### src/sv/tfhm_pkg.sv
// Shared types, constants and the color helper for the thermal heatmap colormap block.
// Used by tfhm_div and thermal_frame_heatmap_colormap_top; no dependencies.
package tfhm_pkg;

  // Frame geometry and sample format
  localparam int FRAME_PIXELS = 1024;
  localparam int SAMPLE_BITS  = 16;
  localparam int ADDR_W       = $clog2(FRAME_PIXELS);
  localparam int IDX_W        = 10;
  localparam int COLOR_W      = 8;

  // Divider sizing: quotient of 510*d/range stays below 512 when d < range
  localparam int Q_W   = 9;
  localparam int CNT_W = $clog2(Q_W);
  localparam int NUM_W = SAMPLE_BITS + Q_W;
  localparam int SPAN  = 510;

  localparam logic [COLOR_W-1:0] COLOR_MAX  = '1;
  localparam logic [COLOR_W-1:0] COLOR_ZERO = '0;

  // Action codes
  localparam logic ACT_LOAD = 1'b0;
  localparam logic ACT_MAP  = 1'b1;

  typedef logic signed [SAMPLE_BITS-1:0] sample_t;

  typedef enum logic [1:0] {
    S_IDLE,
    S_READ,
    S_DIV
  } tfhm_state_t;

  typedef struct packed {
    logic [COLOR_W-1:0] red;
    logic [COLOR_W-1:0] green;
  } tfhm_color_t;

  // Request from the sequencer to the normalizing divider
  typedef struct packed {
    logic    start;
    sample_t smp;
    sample_t fmin;
    sample_t fmax;
  } tfhm_div_req_t;

  // Divider status: valid holds from completion until the next start
  typedef struct packed {
    logic        valid;
    tfhm_color_t color;
  } tfhm_div_sts_t;

  // Turn floor quotient and remainder flag into red/green
  function automatic tfhm_color_t tfhm_color(input logic [Q_W-1:0] q, input logic rem_nz);
    logic [Q_W:0] qc;
    logic [Q_W:0] diff;
    tfhm_color_t  c;
    qc   = {1'b0, q} + (Q_W+1)'(rem_nz);
    diff = (Q_W+1)'(SPAN) - qc;
    c.red   = (q > Q_W'(COLOR_MAX)) ? COLOR_MAX : q[COLOR_W-1:0];
    c.green = (qc <= (Q_W+1)'(COLOR_MAX)) ? COLOR_MAX : diff[COLOR_W-1:0];
    return c;
  endfunction

endpackage

### src/sv/tfhm_div.sv
// Normalizing divider: computes 510*(sample-min)/(max-min) by restoring division
// and converts it to red/green. Depends on tfhm_pkg.
module tfhm_div
  import tfhm_pkg::*;
(
  input  logic          clk,
  input  logic          rst_n,
  input  tfhm_div_req_t req,
  output tfhm_div_sts_t sts
);

  logic signed [SAMPLE_BITS:0] d;
  logic signed [SAMPLE_BITS:0] rng;
  logic                        flat_or_low;
  logic                        at_or_above;
  logic [NUM_W-1:0]            num;
  logic [NUM_W-1:0]            dvs_init;

  logic                        busy_r;
  logic                        valid_r;
  logic [NUM_W-1:0]            rem_r;
  logic [NUM_W-1:0]            dvs_r;
  logic [Q_W-1:0]              q_r;
  logic [CNT_W-1:0]            cnt_r;
  tfhm_color_t                 color_r;

  logic                        ge;
  logic [NUM_W-1:0]            rem_nxt;
  logic [Q_W-1:0]              q_nxt;

  // Offset, span and the operands of the division
  always_comb begin
    d   = {req.smp[SAMPLE_BITS-1], req.smp} - {req.fmin[SAMPLE_BITS-1], req.fmin};
    rng = {req.fmax[SAMPLE_BITS-1], req.fmax} - {req.fmin[SAMPLE_BITS-1], req.fmin};
    // empty span or sample under the minimum: coldest color
    flat_or_low = rng[SAMPLE_BITS] || (rng == '0) || d[SAMPLE_BITS];
    // sample at or over the maximum: hottest color
    at_or_above = (d >= rng);
    // 510*d as shift and subtract
    num      = {d[SAMPLE_BITS-1:0], Q_W'(0)} - NUM_W'({d[SAMPLE_BITS-1:0], 1'b0});
    dvs_init = NUM_W'({rng[SAMPLE_BITS-1:0], (Q_W-1)'(0)});
  end

  // One restoring step per cycle
  always_comb begin
    ge      = (rem_r >= dvs_r);
    rem_nxt = ge ? (rem_r - dvs_r) : rem_r;
    q_nxt   = {q_r[Q_W-2:0], ge};
  end

  // Control
  always_ff @(posedge clk) begin
    if (!rst_n) begin
      busy_r  <= 1'b0;
      valid_r <= 1'b0;
      cnt_r   <= '0;
    end else if (req.start) begin
      busy_r  <= !(flat_or_low || at_or_above);
      valid_r <= flat_or_low || at_or_above;
      cnt_r   <= CNT_W'(Q_W - 1);
    end else if (busy_r) begin
      cnt_r <= cnt_r - 1'b1;
      if (cnt_r == '0) begin
        busy_r  <= 1'b0;
        valid_r <= 1'b1;
      end
    end
  end

  // Datapath
  always_ff @(posedge clk) begin
    if (req.start) begin
      rem_r <= num;
      dvs_r <= dvs_init;
      q_r   <= '0;
      if (flat_or_low) begin
        color_r <= '{red: COLOR_ZERO, green: COLOR_MAX};
      end else if (at_or_above) begin
        color_r <= '{red: COLOR_MAX, green: COLOR_ZERO};
      end
    end else if (busy_r) begin
      rem_r <= rem_nxt;
      dvs_r <= dvs_r >> 1;
      q_r   <= q_nxt;
      if (cnt_r == '0) begin
        color_r <= tfhm_color(q_nxt, rem_nxt != '0);
      end
    end
  end

  assign sts.valid = valid_r;
  assign sts.color = color_r;

  // Busy and done never overlap
  a_busy_not_valid: assert property (@(posedge clk) disable iff (!rst_n)
    busy_r |-> !valid_r)
    else $error("divider busy while result valid");

  // A start either finishes at once or begins iterating
  a_start_moves: assert property (@(posedge clk) disable iff (!rst_n)
    req.start |=> (busy_r || valid_r))
    else $error("divider start had no effect");

  // Remainder stays below twice the shifted divisor while iterating
  a_rem_bound: assert property (@(posedge clk) disable iff (!rst_n)
    busy_r |-> ({1'b0, rem_r} < {dvs_r, 1'b0}))
    else $error("division remainder out of bound");

endmodule

### config.mk
export PLATFORM = sky130hd
export DESIGN_NAME = tfhm_div
export DESIGN_NICKNAME = d
export VERILOG_FILES = /design/src/sv/tfhm_pkg.sv /design/src/sv/tfhm_div.sv
export SDC_FILE = /design/constraint.sdc
export NUM_CORES = 1
export LEC_CHECK = 0
export ABC_AREA = 1
export BUFFER_PORTS_ARGS = -buffer_cell sky130_fd_sc_hd__buf_2
export CELL_PAD_IN_SITES_DETAIL_PLACEMENT = 0
export CELL_PAD_IN_SITES_GLOBAL_PLACEMENT = 1
export CORE_MARGIN = 1
export CORE_UTILIZATION = 40
export DETAILED_ROUTE_END_ITERATION = 10
export GPL_TIMING_DRIVEN = 0
export HOLD_SLACK_MARGIN = 0.05
export PLACE_DENSITY_LB_ADDON = 0.1
export REMOVE_ABC_BUFFERS = 1
export SLEW_MARGIN = 20
export SYNTH_ARGS = -nofsm -noshare
export SYNTH_HDL_FRONTEND = slang
export SYNTH_SLANG_ARGS = --single-unit
export TNS_END_PERCENT = 100
### constraint.sdc
create_clock -name clk -period 4.45 [get_ports clk]
set_input_delay 0.2225 -clock clk [delete_from_list [all_inputs] [get_ports clk]]
set_output_delay 0.2225 -clock clk [all_outputs]
set_load 0.02 [all_outputs]
---- Yosys cells after proc, flatten, opt, wreduce, memory -nomap -nowiden ----
Cells that the tools add are included.
Widths: inputs -> output; s select.
word-level totals
  bits in registers ....................... 79
  output and inout port bits .............. 17
  word-level logic and storage cells ...... 55
operators by class
  add/subtract/negate cells ............... 7
  magnitude comparators ................... 4
  equality and inequality tests ........... 1
  multiplexer cells ....................... 20
  bitwise operators ....................... 1
  reductions and logical operators ........ 12
operators by type and width
  cell                 number
  $mux 16              5
  $mux 25              3
  $mux 24              2
  $sub 16x16->17       2
  $ge 25x24->1         1
  $reduce_bool 25->1   1
  $sub 25x17->25       1
  $sub 25x24->25       1
  $ge 17x17->1         1
  $logic_not 17->1     1
  $mux 8               2
  $add 9x1->10         1
  $le 10x8->1 const B  1
  $gt 9x8->1 const B   1
  $mux 4               2
  $sub 8x8->8 const A  1
  $mux 1               6
  $logic_not 4->1      1
  $reduce_bool 2->1    2
  $sub 4x1->4 const B  1
  $logic_or 1x1->1     3
  $ne 3x1->1 const B   1
  $reduce_and 3->1     1
  $reduce_and 2->1     1
  3 further kinds      3

---- Logic depth before layout (Yosys ltp) ----
Gate-level depths: netlist of run 1.
  word-level depth ........................ 9
  depth in mapped cells ................... 29

---- Least setup slack after synthesis of run 1 ----
OpenSTA, ideal clock, no wires.
  path kind ............................... reg2reg
  start ................................... register rem_r[0]
  end ..................................... register color_r, in the netlist sts[7] (data pin)
  library setup time ...................... 152 ps
  arrival time ............................ 3528 ps
  data required time ...................... 4298 ps
  slack ................................... 771 ps
  stages on the path, launching flop included .. 26
  period minus slack after synthesis ...... 3679 ps
  cell sequence ........................... edfxtp_1 > inv_1 > ha_1 > inv_1 > fa_1 > nand2_1 > nand2_1 > nand2_1 > nand2_1 > a21oi_1 > xor2_1 > nand2_1 > nand2_1 > nand2_1 > nor2_1 > nand2_1 > nor2_1 > nand2_1 > ha_1 > ha_1 > xor2_1 > nand3_1 > nor3_1 > nand2_1 > or3_1 > a31oi_1
between the ends
  word-level cells in the longest chain between the ends .. 9
  elaborated cells on any way between the ends .. 11
ends and longest elaborated chain
  element                                         RTL line                        RTL
  start: declaration                              tfhm_div.sv:21                  logic [NUM_W-1:0] rem_r;
  start signal: assignment                        tfhm_div.sv:73                  rem_r <= num;
  start signal: assignment                        tfhm_div.sv:82                  rem_r <= rem_nxt;
  $sub 25x24->25 or $ge 25x24->1 (tied branches)  tfhm_div.sv:47, tfhm_div.sv:46
  $mux 25                                         tfhm_div.sv:47                  rem_nxt = ge ? (rem_r - dvs_r) : rem_r;
  $reduce_bool 25->1                              tfhm_div.sv:86                  color_r <= tfhm_color(q_nxt, rem_nxt != '0);
  $add 9x1->10 (*)                                tfhm_pkg.sv:57                  qc = {1'b0, q} + (Q_W+1)'(rem_nz);
  $sub 8x8->8 or $le 10x8->1 (tied branches)      tfhm_pkg.sv:58, tfhm_pkg.sv:60
  $mux 8 (*)                                      tfhm_pkg.sv:60                  c.green = (qc <= (Q_W+1)'(COLOR_MAX)) ? COLOR_MAX : diff[COLOR_W-1:0];
  $mux 16 (*)                                     tfhm_div.sv:85                  if (cnt_r == '0) begin
  $mux 16 (*)                                     tfhm_div.sv:81                  end else if (busy_r) begin
  $mux 16 (*)                                     tfhm_div.sv:72                  if (req.start) begin
  end signal: assignment                          tfhm_div.sv:77                  color_r <= '{red: COLOR_ZERO, green: COLOR_MAX};
  end signal: assignment                          tfhm_div.sv:79                  color_r <= '{red: COLOR_MAX, green: COLOR_ZERO};
  end signal: assignment                          tfhm_div.sv:86
  end: declaration                                tfhm_div.sv:25                  tfhm_color_t color_r;
Every way passes the cells marked *; elsewhere a longest branch is shown, timed or not. The select of a mux whose other input is x is not followed.
A chain may end at the register's enable or synchronous reset.

---- Worst setup path in the final report of run 1 ----
  start ................................... register rem_r[18]
  end ..................................... register color_r, in the netlist sts[7] (data pin)
The elaborated chain is that of the path after synthesis.

==> results of run 1 <==
[cells in the final DEF, fill, tap and decap left out, drive strengths merged]
master,n
a211oi,1
a21o,1
a21oi,85
a31oi,9
and2,4
buf,74
clkbuf,9
clkinv,3
dfxtp,22
edfxtp,57
fa,3
ha,87
inv,225
nand2,425
nand3,102
nand3b,23
nand4,24
nor2,111
nor3,21
nor3b,1
nor4,1
o21a,4
o21ai,53
o21bai,1
o22ai,32
o31ai,2
or2,5
or3,1
xnor2,14
xor2,23
[worst max-delay path, cell delays in order (launching register included)]
cell and delay, ns:
edfxtp_1 0.45, ha_4 0.29, a21oi_1 0.26, o21ai_1 0.11, a21oi_1 0.15, nand2_1 0.11, nor2_4 0.18, nand2_4 0.19
o21ai_0 0.31, nand2_1 0.10, nor2_1 0.10, nand2_1 0.10, nor2_4 0.12, nand2_1 0.07, ha_1 0.22, ha_4 0.18
nand2_1 0.09, nor2_1 0.06, xor2_1 0.19, nor3_2 0.14, nand2_1 0.10, or3_1 0.34, a31oi_1 0.16
[final cells by class]
type,count,share of cell area
inverters,221,0.0832
multi-input cells,1033,0.598
flip-flops and latches,79,0.215
clock buffers,9,0.0225
well taps,275,0.0343
repair buffers,74,0.0403
clock inverters,7,0.00736
[power by group through the flow]
stage                     clock network (uW)  logic (uW)  registers (uW)
after detailed placement                   0        2430            1020
after CTS                                766        2490            1010
after global placement                     0        2430            1020
final                                    754        2670            1040
after global routing                     790        3020            1050
after floorplan                            0        1800            1030
[metal layers]
metal	part of all wire	track usage	wire length (microns)
met1	0.47	0.310	12200
met2	0.48	0.421	12500
met3	0.024	0.0155	620
met4	0.030	0.0913	793
met5	0	0	0
[timing repair]
item / in CTS / in global routing
gates cloned: 1 / 0
gates resized for setup: 7 / 53
hold endpoints to repair: 0 / 0
pin swaps: 3 / 7
endpoints found under the setup margin: 8 / 7
setup buffers: 6 / 1
[final timing paths]
kind,start,endpoint,slack (ns),depth (start not counted)
hold reg to reg,dvs_r[0],dvs_r[0],0.47,2
hold / removal,rst_n,busy_r,0.16,3
setup / recovery,rem_r[18],sts[7],0.28,22
setup reg to reg,rem_r[18],sts[7],0.28,22
[sequential cells by signal, summed over array words and instances, names as in the netlist]
signal,cells
cnt_r,4
valid_r,1
sts,16
q_r,8
rem_r,25
dvs_r,24
busy_r,1
[cells by family (layout without fill, tap and decap cells)]
group | Yosys count | after routing | synth area share
AOI/OAI and AO/OA | 188 | 188 | 0.118
adders and majority gates | 90 | 90 | 0.132
DFF | 79 | 79 | 0.247
and+or+nand+nor | 717 | 718 | 0.358
buffers and inverters | 241 | 311 | 0.107
xor gates and xnor gates | 37 | 37 | 0.0381
[stage by stage]
step	setup WS (ns)	instance area [sq um]	setup TNS [ns]	power [uW]
finish	0.279	10000	0	4460
global route	-0.0252	10000	-0.0415	4860
CTS	0.0115	9690	0	4270
detailed placement	-0.783	9280	-4.24	3450
global placement	-0.812	9280	-4.29	3450
floorplan	0.458	8600	0	2830
==> impl_metrics.csv, run 1 <==
group,metric,value,unit
finish,num-nets-final,1559,
finish,nFillCells,2278,
sta,setup_viol,0,
critical_path,crit_type,"reg -> reg",
detailed_routing,drt_iter0_drc,437,
logic_synthesis,yosysSeqAreaShare,0.247,
logic_synthesis,synthTopCellsByArea,"edfxtp_1, nand2_1, ha_1",
global_routing,grt_pass1_wl,42200,microns
global_routing,grt_max_degree,57,
sta,layout_worst_path_cycle_share,0.937,
outcome,status,"complete, no violations",
sta,drv_slew,0,
clock_network,cts_buffers,9,
clock_network,root_buffer,"clkbuf_16",
logic_synthesis,yosysMostFrequentCell,"nand2_1",
global_routing,grt-ovfl-total,0,
placement,dp.cells,1674,
finish,seq_area,2150,sq um
detailed_routing,avgRoutedWirePerCell,15.4,microns
floorplan,fp.dieH,149,microns
logic_synthesis,ys.flop_type,"edfxtp_1",
critical_path,required,4.64,ns
logic_synthesis,async_flop_share,0,
finish,multiInputGateArea,6000,sq um
floorplan,dieArea,22300,sq um
floorplan,io_pins,68,
critical_path,critical_path.startpoint_type,"register",
power,powerDensity,445,nW/um^2
global_routing,grt_pass1_vias,8379,
detailed_routing,firstDrtPassIters,5,
floorplan,fp.coreArea,21200,sq um
clock_network,cts_max_path_buffers,2,
finish,final_cells,1698,
detailed_routing,routed_wirelength,26100,microns
clock_network,worstSkewPairLatency,0.34,ns
finish,final_util,0.474,
logic_synthesis,synth_common_cells,"nand2_1, inv_1, nor2_1, nand3_1, ha_1",
detailed_routing,viasPerCell,5.11,
global_routing,antenna_found_initial,0,
sta,fmax,240,MHz
detailed_routing,num_vias,8672,
sta,worst_slew_pin_slew,0.768,ns
logic_synthesis,synth.top_cell.area_share,0.197,
sta,finalClockSkew,0.00968,ns
logic_synthesis,netlist_area,8700,sq um
logic_synthesis,synth_edf_count,57,
critical_path,crit_arrival,4.37,ns
min_path,holdCritPathClass,"in -> reg",
sta,holdWs,0.159,ns
detailed_routing,antenna_left,0,
sta,finalHoldViolations,0,
logic_synthesis,yosys_warnings,0,
finish,synthToLayoutAreaGrowth,15.3,%
floorplan,start_util,0.411,
sta,min_period,4.17,ns
clock_network,ctsHoldBuffers,0,
power,power_frac_seq,0.233,
clock_network,cts.sinks,79,
logic_synthesis,syn_area_per_cell,6.43,sq um
placement,gp_congestion,0.901,
power,pwr-share-comb,0.598,
placement,dp_hpwl,21000,microns
run,drv_cap,0,
finish,n_antenna_cell,0,
power,ir_drop,240,uV
critical_path,crit_fanout,14,
power,switching_share,0.479,
logic_synthesis,synth-seq-cells,79,
power,switchingPower,2140,uW
logic_synthesis,synth.distinct_cells,45,
power,p_int,2330,uW
placement,io_buffers,67,
logic_synthesis,synth_area_leader_cell,"edfxtp_1",
detailed_routing,drc_errors,0,
clock_network,cts_tree,"done",
global_routing,track_usage,0.241,
logic_synthesis,synth_cells,1352,
floorplan,row_count,53,
finish,drive_gt1_frac,0.119,
clock_network,clk_pin_slew,0.07,ns
floorplan,die_w,149,microns
critical_path,critPathCaptureType,"register",
power,clock_power_share,0.169,
sta,slew-limit-headroom,0.487,
clock_network,htree_levels,3,
power,p_leak,0.00485,uW
Power figures use the tool's default switching activity.
==> run 2: changes to the inputs <==
==> constraint.sdc (replaced) <==
create_clock -name clk -period 4.45 [get_ports clk]
set_input_delay 1.1125 -clock clk [delete_from_list [all_inputs] [get_ports clk]]
set_output_delay 1.1125 -clock clk [all_outputs]
set_load 0.02 [all_outputs]
==> run 2 against run 1 <==
Register-to-register slack lost 0.03 ns. Setup slack lost 0.069 ns. Sequential share of layout area shrank 0.65 points. Sequential cell count is the same. Non-clock buffer count grew 11. Clock power is essentially flat. Total power grew 2.0%. Die area is the same. Cell count grew 0.71%. Worst hold slack gained 0.31 ns. Clock-buffer cell count is the same. Clock skew shrank 0.00057 ns. Largest cell class unchanged.
==> impl_metrics.csv, run 2 (same netlist as run 1, synthesis figures left out) <==
group,metric,value,unit
outcome,status,"complete, no violations",
critical_path,crit_slowest_cell,"ha_2",
placement,gp_congestion,0.901,
global_routing,grt_pass1_vias,8401,
finish,largest_register,"rem_r",
critical_path,cp_num_buf_inv,7,
global_routing,grt-ovfl-total,0,
sta,setup_viol,0,
power,p_int,2380,uW
critical_path,crit_fanout,16,
critical_path,crit_path_frequent_cell,"nand2_1",
power,switching_share,0.478,
placement,dp_hpwl,21000,microns
run,drv_cap,0,
sta,worst_slew_pin_slew,0.762,ns
floorplan,row_count,53,
floorplan,dieArea,22300,sq um
sta,slew-limit-headroom,0.491,
clock_network,cts.sinks,79,
global_routing,grt_pass1_wl,42200,microns
critical_path,crit_type,"in -> reg",
detailed_routing,viasPerCell,5.14,
critical_path,critical_path.startpoint_type,"input port",
critical_path,max_stage_delay,0.41,ns
detailed_routing,wl_met3,712,microns
sta,finalClockSkew,0.00911,ns
power,ir_drop,240,uV
clock_network,ctsHoldBuffers,0,
detailed_routing,drc_errors,0,
power,p_leak,0.00494,uW
power,powerDensity,440,nW/um^2
critical_path,critPathCaptureType,"register",
finish,n_antenna_cell,0,
finish,layout_commonest_cell,"nand2_1",
floorplan,fp.coreArea,21200,sq um
sta,holdWs,0.470,ns
power,power_frac_seq,0.228,
detailed_routing,antenna_left,0,
finish,mostFrequentLayoutCells,"nand2_1, inv_1, nor2_1",
clock_network,cts_max_path_buffers,2,
sta,finalHoldViolations,0,
floorplan,die_w,149,microns
power,pwr-share-comb,0.606,
finish,num-nets-final,1571,
global_routing,antenna_found_initial,0,
clock_network,root_buffer,"clkbuf_16",
sta,layout_worst_path_cycle_share,0.953,
min_path,holdCritPathClass,"reg -> reg",
power,clock_power_share,0.165,
finish,synthToLayoutAreaGrowth,18.9,%
detailed_routing,top_layer,"met4",
finish,largest_reg_flops,25,
finish,drive_gt1_frac,0.156,
detailed_routing,firstDrtPassIters,7,
clock_network,cts_tree,"done",
critical_path,crit_family,"simple AND/OR/NAND/NOR gates",
detailed_routing,wl_met1,12300,microns
critical_path,crit_arrival,4.35,ns
sta,drv_slew,0,
global_routing,track_usage,0.241,
sta,min_period,4.24,ns
clock_network,htree_levels,3,
clock_network,cts_buffers,9,
detailed_routing,avgRoutedWirePerCell,15.5,microns
clock_network,clk_pin_slew,0.07,ns
detailed_routing,drt_iter0_drc,457,
placement,io_buffers,67,
sta,final.setup.tns,0,ns
detailed_routing,num_vias,8785,
floorplan,io_pins,68,
floorplan,fp.dieH,149,microns
sta,fmax,236,MHz
global_routing,grt_max_degree,57,
power,switchingPower,2170,uW
floorplan,start_util,0.411,
sta,rsz0062_at_grt,"true",
critical_path,path_cells,"buf_2 -> inv_1 -> ha_2 -> nand2_1 -> inv_1 -> nand2_1 -> o21ai_4 -> nand3_1 -> nand2_1 -> nand2_1 -> nand2_1 -> inv_1 -> ha_4 -> nand4_1 -> nor3_2 -> nand4_1 -> nand4_1 -> nand2_1 -> inv_1 -> nand4_1 -> nand2_2 -> clkinvlp_4 -> buf_12",
clock_network,worstSkewPairLatency,0.34,ns
detailed_routing,routed_wirelength,26500,microns
critical_path,required,4.56,ns
detailed_routing,wl_met2,12600,microns
run 2: power groups by stage:
stage                     Clock, uW  Combinational [uW]  Sequential [uW]
final                           752                2760             1040
after global routing            791                3110             1050
after CTS                       766                2500             1010
after detailed placement          0                2430             1020
after global placement            0                2430             1020
after floorplan                   0                1800             1030
run 2: layer usage:
layer / GRT usage / vias up
met4: 0.0913 / 0
li1: - / 4579
met1: 0.309 / 3983
met2: 0.422 / 184
met3: 0.0162 / 39
met5: 0 / -
run 2: path summary, 6_finish.rpt:
kind | from | endpoint | slack, ns | cells after the start
worst max-delay path | req[22] | sts[1] | 0.21 | 23
worst min-delay path | dvs_r[0] | dvs_r[0] | 0.47 | 2
worst max register to register | rem_r[6] | sts[7] | 0.25 | 26
worst min register to register | dvs_r[0] | dvs_r[0] | 0.47 | 2
run 2: worst min-delay path, delay by kind of cell, from the launching register on:
| family | cells | cell delay, ns |
|---|---|---|
| AO/OA/AOI/OAI | 1 | 0.05 |
| AND/OR/NAND/NOR | 1 | 0.05 |
| flip-flops | 1 | 0.34 |
run 2: through the flow:
step / util / area, sq um / power [uW] / std cells / setup slack (ns)
6_report: 0.489 / 10300 / 4550 / 1710 / 0.209
5_1_grt: 0.489 / 10300 / 4950 / 1710 / -0.0481
4_1_cts: 0.460 / 9720 / 4280 / 1698 / 0.0106
3_5_place_dp: 0.439 / 9280 / 3450 / 1674 / -0.796
3_3_place_gp: 0.439 / 9280 / 3450 / 1674 / -0.812
2_1_floorplan: - / 8600 / 2830 / 1332 / 0.277
run 2: area by class of cell:
class / instances / area, sq um
clock buffers: 9 / 225
multi-input cells: 1034 / 6210
fillers: 2244 / 10800
well taps: 275 / 344
inverters: 221 / 838
flip-flops and latches: 79 / 2150
repair buffers: 85 / 499
clock inverters: 7 / 73.8
run 2: what timing repair did:
item	4_1_cts	5_1_grt
pin swaps	3	24
setup buffers	7	11
gates cloned	1	1
resized for setup	11	99
setup endpoints to repair	26	31
